<file path="src/sbba_pkg.sv">
// Package with widths, constants and shared types of the block allocator.
package sbba_pkg;

   localparam int COUNT_W  = 4;
   localparam int OWNER_W  = 8;
   localparam int BITMAP_W = 32;
   localparam int OFFSET_W = 14;
   localparam int INDEX_W  = 5;

   // Runs must end below this block.
   localparam int RUN_LIMIT = 24;

   typedef struct packed {
      logic                hit;
      logic [BITMAP_W-1:0] want;
   } probe_type;

endpackage

</file>
<file path="src/sbba_if.sv">
// Valid/ready channel interfaces for allocation requests and responses.
interface sbba_req_if;
   import sbba_pkg::*;

   logic                valid;
   logic                ready;
   logic [COUNT_W-1:0]  block_count;
   logic [OWNER_W-1:0]  owner_id;
   logic [BITMAP_W-1:0] peer_bitmap;

   modport source (output valid, block_count, owner_id, peer_bitmap, input ready);
   modport sink   (input valid, block_count, owner_id, peer_bitmap, output ready);
endinterface

interface sbba_rsp_if;
   import sbba_pkg::*;

   logic                valid;
   logic                ready;
   logic                granted;
   logic [OFFSET_W-1:0] byte_offset;
   logic [BITMAP_W-1:0] block_mask;

   modport source (output valid, granted, byte_offset, block_mask, input ready);
   modport sink   (input valid, granted, byte_offset, block_mask, output ready);
endinterface

</file>
<file path="src/sbba_probe.sv">
// Window probe: builds the bitmap mask of one candidate run and tests it.
module sbba_probe (
   input  logic [sbba_pkg::COUNT_W-1:0]  count,
   input  logic [sbba_pkg::INDEX_W-1:0]  start,
   input  logic [sbba_pkg::BITMAP_W-1:0] free_bits,
   output sbba_pkg::probe_type           result
);
   import sbba_pkg::*;

   logic [BITMAP_W-1:0] top_ones;

   // Block b sits at bit 31-b, so a run of count blocks starting at block 0
   // is the top count bits; shifting right moves it to the start block.
   assign top_ones    = ~({BITMAP_W{1'b1}} >> count);
   assign result.want = top_ones >> start;
   assign result.hit  = ((free_bits & result.want) == result.want);

endmodule

</file>
<file path="src/shared_bitmap_block_allocator_core.sv">
// Steps: the request is accepted in ST_IDLE, then one candidate window is probed per cycle
// (at most 31 for a single block, at most 22 for a run), then one owner-table entry is
// written per cycle for each granted block; the response beat is held in ST_DONE until taken.
// Only one request is in flight; a new one is taken after the response beat.
// Synchronous reset clears the host bitmap and control; owner table is not cleared.
module shared_bitmap_block_allocator_core #(
   parameter int POOL_BLOCKS = 32,
   parameter int BLOCK_SHIFT = 9,
   parameter int MAX_RUN     = 8
) (
   input  logic       clock,
   input  logic       reset,
   sbba_req_if.sink   req_ch,
   sbba_rsp_if.source rsp_ch
);
   import sbba_pkg::*;

   localparam int RUN_TOP = (POOL_BLOCKS < RUN_LIMIT) ? POOL_BLOCKS : RUN_LIMIT;
   localparam int SHIFT_W = INDEX_W + BLOCK_SHIFT;

   typedef enum logic [3:0] {
      ST_IDLE  = 4'b0001,
      ST_SCAN  = 4'b0010,
      ST_OWNER = 4'b0100,
      ST_DONE  = 4'b1000
   } state_type;

   state_type           state_ff, state_in;
   logic [COUNT_W-1:0]  count_ff, count_in;
   logic [COUNT_W-1:0]  left_ff, left_in;
   logic [OWNER_W-1:0]  owner_ff, owner_in;
   logic [BITMAP_W-1:0] free_ff, free_in;
   logic [BITMAP_W-1:0] host_ff, host_in;
   logic [INDEX_W-1:0]  pos_ff, pos_in;
   logic                granted_ff, granted_in;
   logic [OFFSET_W-1:0] offset_ff, offset_in;
   logic [BITMAP_W-1:0] mask_ff, mask_in;

   logic [OWNER_W-1:0]  owner_mem [2**INDEX_W];

   probe_type                   probe;
   logic                        single;
   logic                        last_pos;
   logic                        run_ok;
   logic [SHIFT_W-1:0]          pos_shift;
   logic [SHIFT_W+OFFSET_W-1:0] pos_wide;

   sbba_probe u_probe (
      .count     (count_ff),
      .start     (pos_ff),
      .free_bits (free_ff),
      .result    (probe)
   );

   assign single    = (count_ff == COUNT_W'(1));
   assign last_pos  = single ? (pos_ff == INDEX_W'(POOL_BLOCKS - 1))
                             : (pos_ff == INDEX_W'(1));
   assign run_ok    = (req_ch.block_count >= COUNT_W'(2))
                   && (req_ch.block_count <= COUNT_W'(MAX_RUN))
                   && (INDEX_W'(RUN_TOP) > {1'b0, req_ch.block_count});
   assign pos_shift = SHIFT_W'(pos_ff) << BLOCK_SHIFT;
   assign pos_wide  = {{OFFSET_W{1'b0}}, pos_shift};

   always_comb begin
      state_in   = state_ff;
      count_in   = count_ff;
      left_in    = left_ff;
      owner_in   = owner_ff;
      free_in    = free_ff;
      host_in    = host_ff;
      pos_in     = pos_ff;
      granted_in = granted_ff;
      offset_in  = offset_ff;
      mask_in    = mask_ff;
      unique case (state_ff)
         ST_IDLE: begin
            if (req_ch.valid) begin
               count_in   = req_ch.block_count;
               owner_in   = req_ch.owner_id;
               free_in    = ~(host_ff ^ req_ch.peer_bitmap);
               granted_in = 1'b0;
               offset_in  = '0;
               mask_in    = '0;
               if (req_ch.block_count == COUNT_W'(1)) begin
                  pos_in   = INDEX_W'(1);
                  state_in = ST_SCAN;
               end else if (run_ok) begin
                  // Runs are tried from the highest start downward.
                  pos_in   = INDEX_W'(RUN_TOP) - {1'b0, req_ch.block_count};
                  state_in = ST_SCAN;
               end else begin
                  state_in = ST_DONE;
               end
            end
         end
         ST_SCAN: begin
            if (probe.hit) begin
               host_in    = host_ff ^ probe.want;
               granted_in = 1'b1;
               offset_in  = pos_wide[OFFSET_W-1:0];
               mask_in    = probe.want;
               left_in    = count_ff;
               state_in   = ST_OWNER;
            end else if (last_pos) begin
               state_in = ST_DONE;
            end else if (single) begin
               pos_in = pos_ff + INDEX_W'(1);
            end else begin
               pos_in = pos_ff - INDEX_W'(1);
            end
         end
         ST_OWNER: begin
            // One owner entry per cycle, walking up from the first granted block.
            pos_in  = pos_ff + INDEX_W'(1);
            left_in = left_ff - COUNT_W'(1);
            if (left_ff == COUNT_W'(1)) begin
               state_in = ST_DONE;
            end
         end
         ST_DONE: begin
            if (rsp_ch.ready) begin
               state_in = ST_IDLE;
            end
         end
         default: state_in = ST_IDLE;
      endcase
   end

   always_ff @(posedge clock) begin
      if (reset) begin
         state_ff <= ST_IDLE;
         host_ff  <= '0;
      end else begin
         state_ff <= state_in;
         host_ff  <= host_in;
      end
   end

   always_ff @(posedge clock) begin
      count_ff   <= count_in;
      left_ff    <= left_in;
      owner_ff   <= owner_in;
      free_ff    <= free_in;
      pos_ff     <= pos_in;
      granted_ff <= granted_in;
      offset_ff  <= offset_in;
      mask_ff    <= mask_in;
   end

   always_ff @(posedge clock) begin
      if (state_ff == ST_OWNER) begin
         owner_mem[pos_ff] <= owner_ff;
      end
   end

   assign req_ch.ready       = (state_ff == ST_IDLE);
   assign rsp_ch.valid       = (state_ff == ST_DONE);
   assign rsp_ch.granted     = granted_ff;
   assign rsp_ch.byte_offset = offset_ff;
   assign rsp_ch.block_mask  = mask_ff;

endmodule

</file>
<file path="src/flat_wrapper.sv">
// flat-port wrapper written by rule: the top's interface ports become plain ports
module shared_bitmap_block_allocator_core_flat import sbba_pkg::*;
#(
   parameter int POOL_BLOCKS = 32,
   parameter int BLOCK_SHIFT = 9,
   parameter int MAX_RUN     = 8
)
  (clock, reset, req_ch_valid, req_ch_block_count, req_ch_owner_id, req_ch_peer_bitmap, req_ch_ready, rsp_ch_valid, rsp_ch_granted, rsp_ch_byte_offset, rsp_ch_block_mask, rsp_ch_ready);
  sbba_req_if req_ch_i ();
  sbba_rsp_if rsp_ch_i ();
  input  logic clock;
  input  logic reset;
  input wire logic [$bits(req_ch_i.valid)-1:0] req_ch_valid;
  input wire logic [$bits(req_ch_i.block_count)-1:0] req_ch_block_count;
  input wire logic [$bits(req_ch_i.owner_id)-1:0] req_ch_owner_id;
  input wire logic [$bits(req_ch_i.peer_bitmap)-1:0] req_ch_peer_bitmap;
  output wire logic [$bits(req_ch_i.ready)-1:0] req_ch_ready;
  output wire logic [$bits(rsp_ch_i.valid)-1:0] rsp_ch_valid;
  output wire logic [$bits(rsp_ch_i.granted)-1:0] rsp_ch_granted;
  output wire logic [$bits(rsp_ch_i.byte_offset)-1:0] rsp_ch_byte_offset;
  output wire logic [$bits(rsp_ch_i.block_mask)-1:0] rsp_ch_block_mask;
  input wire logic [$bits(rsp_ch_i.ready)-1:0] rsp_ch_ready;
  assign req_ch_i.valid = req_ch_valid;
  assign req_ch_i.block_count = req_ch_block_count;
  assign req_ch_i.owner_id = req_ch_owner_id;
  assign req_ch_i.peer_bitmap = req_ch_peer_bitmap;
  assign req_ch_ready = req_ch_i.ready;
  assign rsp_ch_valid = rsp_ch_i.valid;
  assign rsp_ch_granted = rsp_ch_i.granted;
  assign rsp_ch_byte_offset = rsp_ch_i.byte_offset;
  assign rsp_ch_block_mask = rsp_ch_i.block_mask;
  assign rsp_ch_i.ready = rsp_ch_ready;
  shared_bitmap_block_allocator_core #(.POOL_BLOCKS(POOL_BLOCKS), .BLOCK_SHIFT(BLOCK_SHIFT), .MAX_RUN(MAX_RUN)) u_core (.clock(clock), .reset(reset), .req_ch(req_ch_i), .rsp_ch(rsp_ch_i));
endmodule
</file>
<file path="config.mk">
export PLATFORM = sky130hd
export DESIGN_NAME = shared_bitmap_block_allocator_core_flat
export DESIGN_NICKNAME = d
export VERILOG_FILES = /design/src/sbba_pkg.sv /design/src/sbba_if.sv /design/src/sbba_probe.sv /design/src/shared_bitmap_block_allocator_core.sv /design/src/flat_wrapper.sv
export SDC_FILE = /design/constraint.sdc
export NUM_CORES = 1
export LEC_CHECK = 0
export BUFFER_PORTS_ARGS = -buffer_cell sky130_fd_sc_hd__buf_2
export CORE_AREA = 5 5 177 179
export CTS_CLUSTER_SIZE = 12
export DETAILED_ROUTE_END_ITERATION = 8
export DIE_AREA = 0 0 182 184
export MAX_ROUTING_LAYER = met4
export PLACE_DENSITY_LB_ADDON = 0.05
export SYNTH_ARGS = -nofsm -noshare
export SYNTH_HDL_FRONTEND = slang
export SYNTH_SLANG_ARGS = --single-unit
</file>
<file path="constraint.sdc">
create_clock -name clock -period 5.2 [get_ports clock]
set_input_delay 0.26 -clock clock [delete_from_list [all_inputs] [get_ports clock]]
set_output_delay 0.26 -clock clock [all_outputs]
set_load 0.1 [all_outputs]
</file>
==> reports/qor.yml, run 1 <==
timing:
  fin_skew_ns: 0.0142
  finalCritPeriodShare: 0.853
  rsz0062_at_grt: "no"
  setup_viol: 0
  fin_crit_ns: 4.44
  hold_violations: 0
  slew_violations: 0
  fmax_mhz: 225
  max_slew_margin: 0.215
  max_slew.worst_pin.slew_ns: 1.15
  fin_tns_setup_ns: 0
finish:
  nets: 854
  area_growth_pct: 20.3
  layout-drive-gt1-share: 0.196
  antennaDiodeCount: 0
  stdcell_area_mm2: 0.00837
  utilization: 0.285
worst_setup_path:
  cp.arrival_ns: 4.48
  crit_type: "register to register"
  crit_path_cell_trace: "nor2_1 -> o211ai_1 -> and3_1 -> a2111oi_0 -> buf_4 -> o2111a_1 -> and4_1 -> nand2b_1 -> o21ai_0"
  start_kind: "register"
  cpPeakStageDelay_ns: 0.77
  crit_required_ns: 5.25
  cp_max_fo: 24
  critPathSlowestCell: "edfxtp_1"
  critPathCaptureType: "register"
logic_synthesis:
  synthArstFlopShare: 0
  yosysTopAreaCell: "edfxtp_1"
  netlist.area_leader.share: 0.358
  synth_simple_gate_area_frac: 0.186
  synth_top_family_by_area: "compound AO/OA/AOI/OAI gates"
  syn_area_mm2: 0.00696
  syn-instance-count: 729
  synth_cell_type_count: 78
  synth_compound_area_frac: 0.208
  yosys-top-cells-count: "edfxtp_1 (83), nor2_1 (61), a21oi_1 (56)"
  synthMuxAreaShare: 0.0140
  synth_xor_area_frac: 0.0491
  synth_edf_count: 83
  ys_seq_elements: 119
  synth_flop_cell: "edfxtp_1"
  avgSynthCellArea_um2: 9.55
  synthAdderAreaFrac: 0.0153
  synthTopCellsByArea: "edfxtp_1 (36%), dfxtp_1 (10%), xnor2_1 (4.8%)"
  yosysMostFrequentCell: "edfxtp_1"
  ys_warn_count: 0
  synth-seq-area-share: 0.462
cts:
  htree_levels: 4
  numClockSinks: 119
  clock_path_buffers: 2
  cts_buffers: 17
  cts_tree: "yes"
  cts-root-buf: "clkbuf_16"
  post_cts_resized: 0
  holdBufCountCts: 0
  post_cts_buffers: 0
  worstSkewPairLatency_ns: 0.42
  clk_pin_slew_ns: 0.06
drt:
  drt_wl_total_um: 25700
  vias: 6003
  first_pass_iters: 5
  drtIter0Drc: 472
  ant_nets: 0
  drc_errors: 0
  viasPerCell: 4.99
  post_drt_wl_per_cell_um: 21.4
floorplanning:
  die_area_mm2: 0.0335
  die_h_um: 184
  start_util: 0.237
  row_count: 63
  die_width_um: 182
  coreArea_mm2: 0.0294
  ios: 97
placed_design:
  dp_hpwl_um: 18800
  gp_congestion: 0.877
  placed_cell_area_mm2: 0.00783
  port_buffers: 79
global_routing:
  grt_max_degree: 56
  grt_overflow_total: 0
  antenna_found_initial: 0
  grt_pass1_wl_um: 38600
  gr-usage-all-layers: 0.157
  grt_pass1_vias: 6077
job:
  maxCapViolations: 0
power:
  powerDensity_mw_per_mm2: 474
  p_leak_uw: 0.00304
  peakVddDrop_mv: 0.208
worst_hold_path:
  hold_path_class: "primary input to register"
outcome:
  status: "complete, no violations"
-- layer usage --
metal / global-route usage / up-vias / routed length (um)
li1: - / 2871 / -
met4: 0.0414 / 0 / 357
met3: 0.0220 / 14 / 801
met1: 0.212 / 2964 / 12500
met2: 0.248 / 154 / 12100
met5: - / - / 0
-- cells by family (layout without fill, tap and decap cells) --
group                    count (synthesis)  in the layout
AO/OA/AOI/OAI                          210            210
adder cells (fa/ha/maj)                  9              9
multiplexers                             9              9
flip-flops                             119            119
XOR/XNOR                                39             39
buffers and inverters                  101            177
other                                    1              9
AND/OR/NAND/NOR                        241            241
-- metrics by stage --
stage          hold slack [ns]  total power, uW  instances  setup slack, ns
2_1_floorplan            0.359             2470        737            0.682
3_3_place_gp             0.470             2890       1171            0.704
3_5_place_dp             0.482             2880       1171            0.704
4_1_cts                 0.0887             4030       1203            0.707
5_1_grt                 0.0965             4150       1203            0.515
6_report                 0.105             3970       1203            0.764
-- cell usage in the layout (no fill, tap or decap), types with 5 or more instances in the layout --
cell type,synthesis,routed
clkbuf_16,0,17
buf_4,11,23
inv_1,38,38
nor3b_1,5,5
a21oi_1,56,56
nor2b_1,12,12
a21o_1,6,6
inv_6,0,6
ha_1,6,6
dfxtp_1,36,36
nand2_1,47,47
o31ai_1,28,28
or4_1,24,24
xnor2_1,38,38
mux2_2,6,6
o41ai_1,5,5
edfxtp_1,83,83
nand3b_1,7,7
conb_1,1,9
nor2_1,61,61
nand3_1,14,14
o21ai_0,33,33
a211oi_1,10,9
o2111ai_1,7,7
nor3_1,25,25
buf_2,20,79
nand2b_1,10,10
o211ai_1,8,8
a31oi_1,5,5
-- flip-flops by register name, summed over array words and instances (netlist names) --
| signal | flops |
|---|---|
| u_core.rsp_ch.byte_offset | 5 |
| u_core.rsp_ch.block_mask | 32 |
| u_core.rsp_ch.granted | 1 |
| u_core.state_ff | 4 |
| u_core.left_ff | 4 |
| u_core.host_ff | 32 |
| u_core.count_ff | 4 |
| u_core.free_ff | 32 |
| u_core.pos_ff | 5 |
-- power breakdown --
| part | total, uW | internal, uW | switching (uW) |
|---|---|---|---|
| combinational | 1550 | 290 | 1260 |
| clock | 1120 | 622 | 495 |
| sequential | 1300 | 1200 | 95.8 |
| total | 3970 | 2110 | 1850 |
-- area by class of cell --
| cell class | instances | area, um2 |
|---|---|---|
| Clock inverter | 14 | 116 |
| Clock buffer | 18 | 429 |
| Multi-Input combinational cell | 517 | 3360 |
| Tap cell | 390 | 488 |
| Fill cell | 3152 | 21000 |
| Timing Repair Buffer | 104 | 608 |
| Sequential cell | 119 | 3210 |
| Inverter | 41 | 154 |
-- path summary, 6_finish.rpt --
check / startpoint / endpoint / slack [ns] / cells past startpoint
setup / recovery: u_core.pos_ff[2] / u_core.left_ff[3] / 0.76 / 9
hold / removal: req_ch_block_count[2] / u_core.count_ff[2] / 0.10 / 1
setup reg to reg: u_core.pos_ff[2] / u_core.left_ff[3] / 0.76 / 9
hold reg to reg: u_core.host_ff[29] / u_core.host_ff[29] / 0.49 / 2
-- worst max-delay path, delay by kind of cell (launching register included) --
kind	cells	cell delay, ns
simple gates	4	1.46
flops	1	0.77
compound gates	4	1.59
buf+inv	1	0.23
No activity file was read; power rests on OpenSTA's default activity.
==> run 2, diff against run 1 <==
==> constraint.sdc (replaced) <==
create_clock -name clock -period 5.55 [get_ports clock]
set_input_delay 0.2775 -clock clock [delete_from_list [all_inputs] [get_ports clock]]
set_output_delay 0.2775 -clock clock [all_outputs]
set_load 0.1 [all_outputs]
==> reports/qor.yml, run 2 (synthesized netlist as in run 1, its figures left out) <==
placed_design:
  port_buffers: 79  # unchanged
  dp.cells: 1168  # was 1,171
  dpl_worst_slack_ns: 1.04  # was 0.704 ns
  gp_congestion: 0.893  # was 0.877
  dp_hpwl_um: 18800  # about the same
worst_setup_path:
  worstReg2RegEnd: "u_core.rsp_ch.block_mask[7]"  # was u_core.left_ff[3]
  cp.arrival_ns: 4.58  # was 4.48 ns
  r2r_start: "u_core.count_ff[0]"  # was u_core.pos_ff[2]
  cp_max_fo: 38  # was 24
  start_kind: "register"  # unchanged
  rrSetupSlack_ns: 1.07  # was 0.76 ns
  r2r_cells: 9  # unchanged
  critPathCaptureType: "register"  # unchanged
  crit_type: "register to register"  # unchanged
  crit_required_ns: 5.65  # was 5.25 ns
worst_hold_path:
  min_path_cells: 1  # unchanged
  hold_end: "u_core.count_ff[2]"  # unchanged
  hold_path_startpoint: "req_ch_block_count[2]"  # unchanged
  hold_path_class: "primary input to register"  # unchanged
finish:
  layoutNonFillerInstCount: 1200  # was 1,203
  nets: 851  # was 854
  antennaDiodeCount: 0  # unchanged
  area_growth_pct: 20.7  # was 20.3%
  layout-drive-gt1-share: 0.193  # was 0.196
  final_common_cell: "edfxtp_1"  # unchanged
  utilization: 0.286  # was 0.285
  multi_input_area_mm2: 0.00336  # unchanged
  final_cell_mix: "edfxtp_1 (83), buf_2 (79), nor2_1 (61)"  # unchanged
  fillers: 3174  # was 3,152
  seq_area_mm2: 0.00321  # unchanged
cts:
  post_cts_buffers: 0  # unchanged
  numClockSinks: 119  # unchanged
  cts_tree: "yes"  # unchanged
  clock_path_buffers: 2  # unchanged
  holdBufCountCts: 0  # unchanged
  post_cts_resized: 0  # unchanged
  htree_levels: 4  # unchanged
  worstSkewPairLatency_ns: 0.43  # was 0.42 ns
  clk_pin_slew_ns: 0.06  # about the same
  cts-root-buf: "clkbuf_16"  # unchanged
  cts_buffers: 17  # unchanged
timing:
  fin_tns_setup_ns: 0  # unchanged
  slew_violations: 0  # unchanged
  setup_viol: 0  # unchanged
  max_slew.worst_pin.slew_ns: 1.11  # was 1.15 ns
  fmax_mhz: 223  # was 225 MHz
  whs_ns: 0.115  # was 0.105 ns
  fin_ws_ns: 1.07  # was 0.764 ns
  fin_crit_ns: 4.48  # was 4.44 ns
  max_slew_margin: 0.262  # was 0.215
  hold_violations: 0  # unchanged
  finalCritPeriodShare: 0.807  # was 0.853
  fin_skew_ns: 0.0184  # was 0.0142 ns
  rsz0062_at_grt: "no"  # unchanged
floorplanning:
  start_util: 0.237  # unchanged
  ios: 97  # unchanged
  coreArea_mm2: 0.0294  # unchanged
  row_count: 63  # unchanged
  die_width_um: 182  # unchanged
  die_area_mm2: 0.0335  # unchanged
  die_h_um: 184  # unchanged
drt:
  drtIter0Drc: 465  # was 472
  first_pass_iters: 5  # unchanged
  drc_errors: 0  # unchanged
  ant_nets: 0  # unchanged
  post_drt_wl_per_cell_um: 21.9  # was 21.4 um
  drt_wl_total_um: 26200  # was 25,700 um
  vias: 6014  # was 6,003
  viasPerCell: 5.01  # was 4.99
job:
  maxCapViolations: 0  # unchanged
global_routing:
  antenna_found_initial: 1  # was 0
  grt_max_degree: 58  # was 56
  gr-usage-all-layers: 0.160  # was 0.157
  grt_overflow_total: 0  # unchanged
  grt_pass1_vias: 6033  # was 6,077
  grt_pass1_wl_um: 39300  # was 38,600 um
outcome:
  status: "complete, no violations"  # unchanged
power:
  powerDensity_mw_per_mm2: 455  # was 474 mW/mm2
  p_leak_uw: 0.00306  # was 0.00304 uW
  peakVddDrop_mv: 0.193  # was 0.208 mV
==> run 2: changes by cell type in the layout (fill, tap and decap cells not counted) <==
cell / before / now
clkinv_2: 1 / 0
buf_4: 23 / 20
clkinvlp_4: 4 / 3
inv_6: 6 / 5
bufinv_16: 0 / 2
inv_8: 1 / 2
==> run 2: worst max-delay path by stage <==
stage	from	end	slack (ns)	cells after the start
after floorplan	u_core.state_ff[1]	u_core.rsp_ch.block_mask[0]	1.03	3
after global placement	u_core.count_ff[0]	u_core.rsp_ch.block_mask[4]	1.02	9
after detailed placement	u_core.count_ff[0]	u_core.rsp_ch.block_mask[3]	1.04	9
after CTS	u_core.count_ff[0]	u_core.rsp_ch.block_mask[23]	1.05	9
after global routing	u_core.count_ff[0]	u_core.left_ff[2]	0.75	8
final	u_core.count_ff[0]	u_core.rsp_ch.block_mask[7]	1.07	9
==> run 2: stage by stage <==
| step | instance area [um2] | power, uW |
|---|---|---|
| after floorplan | 7000 | 2320 |
| after global placement | 7800 | 2700 |
| after detailed placement | 7800 | 2700 |
| after CTS | 8400 | 3870 |
| after global routing | 8400 | 3980 |
| final | 8400 | 3820 |
==> run 2: final cells by class <==
| class | count | share of cell area |
|---|---|---|
| clock buffer | 18 | 0.0511 |
| clock inverter | 14 | 0.0198 |
| inverter | 41 | 0.0183 |
| multi-input combinational | 517 | 0.400 |
| sequential | 119 | 0.383 |
| tap | 390 | 0.0581 |
| timing repair buffer | 101 | 0.0697 |
==> run 2: metal layers <==
metal  GRT usage  up-vias  wire length, um
li1            -     2858                -
met1       0.215     2997            12500
met2       0.256      138            12500
met3      0.0239       21              910
met4      0.0393        0              359
met5           -        -                0
==> run 2: power by group <==
part | total, uW | internal (uW) | switching [uW]
Sequential | 1230 | 1130 | 99.6
Combinational | 1440 | 263 | 1180
Clock | 1160 | 676 | 482
Total | 3820 | 2060 | 1760
==> run 2: worst max-delay path: stages, from the launching register on <==
cell and delay [ns]:
edfxtp_1 0.82, nor4_2 0.62, a21oi_1 0.20, o211a_1 0.24, a2111oi_0 0.80, o2111a_1 0.39, and4_1 0.26, nand2b_1 0.18
a211oi_4 0.32, buf_12 0.28
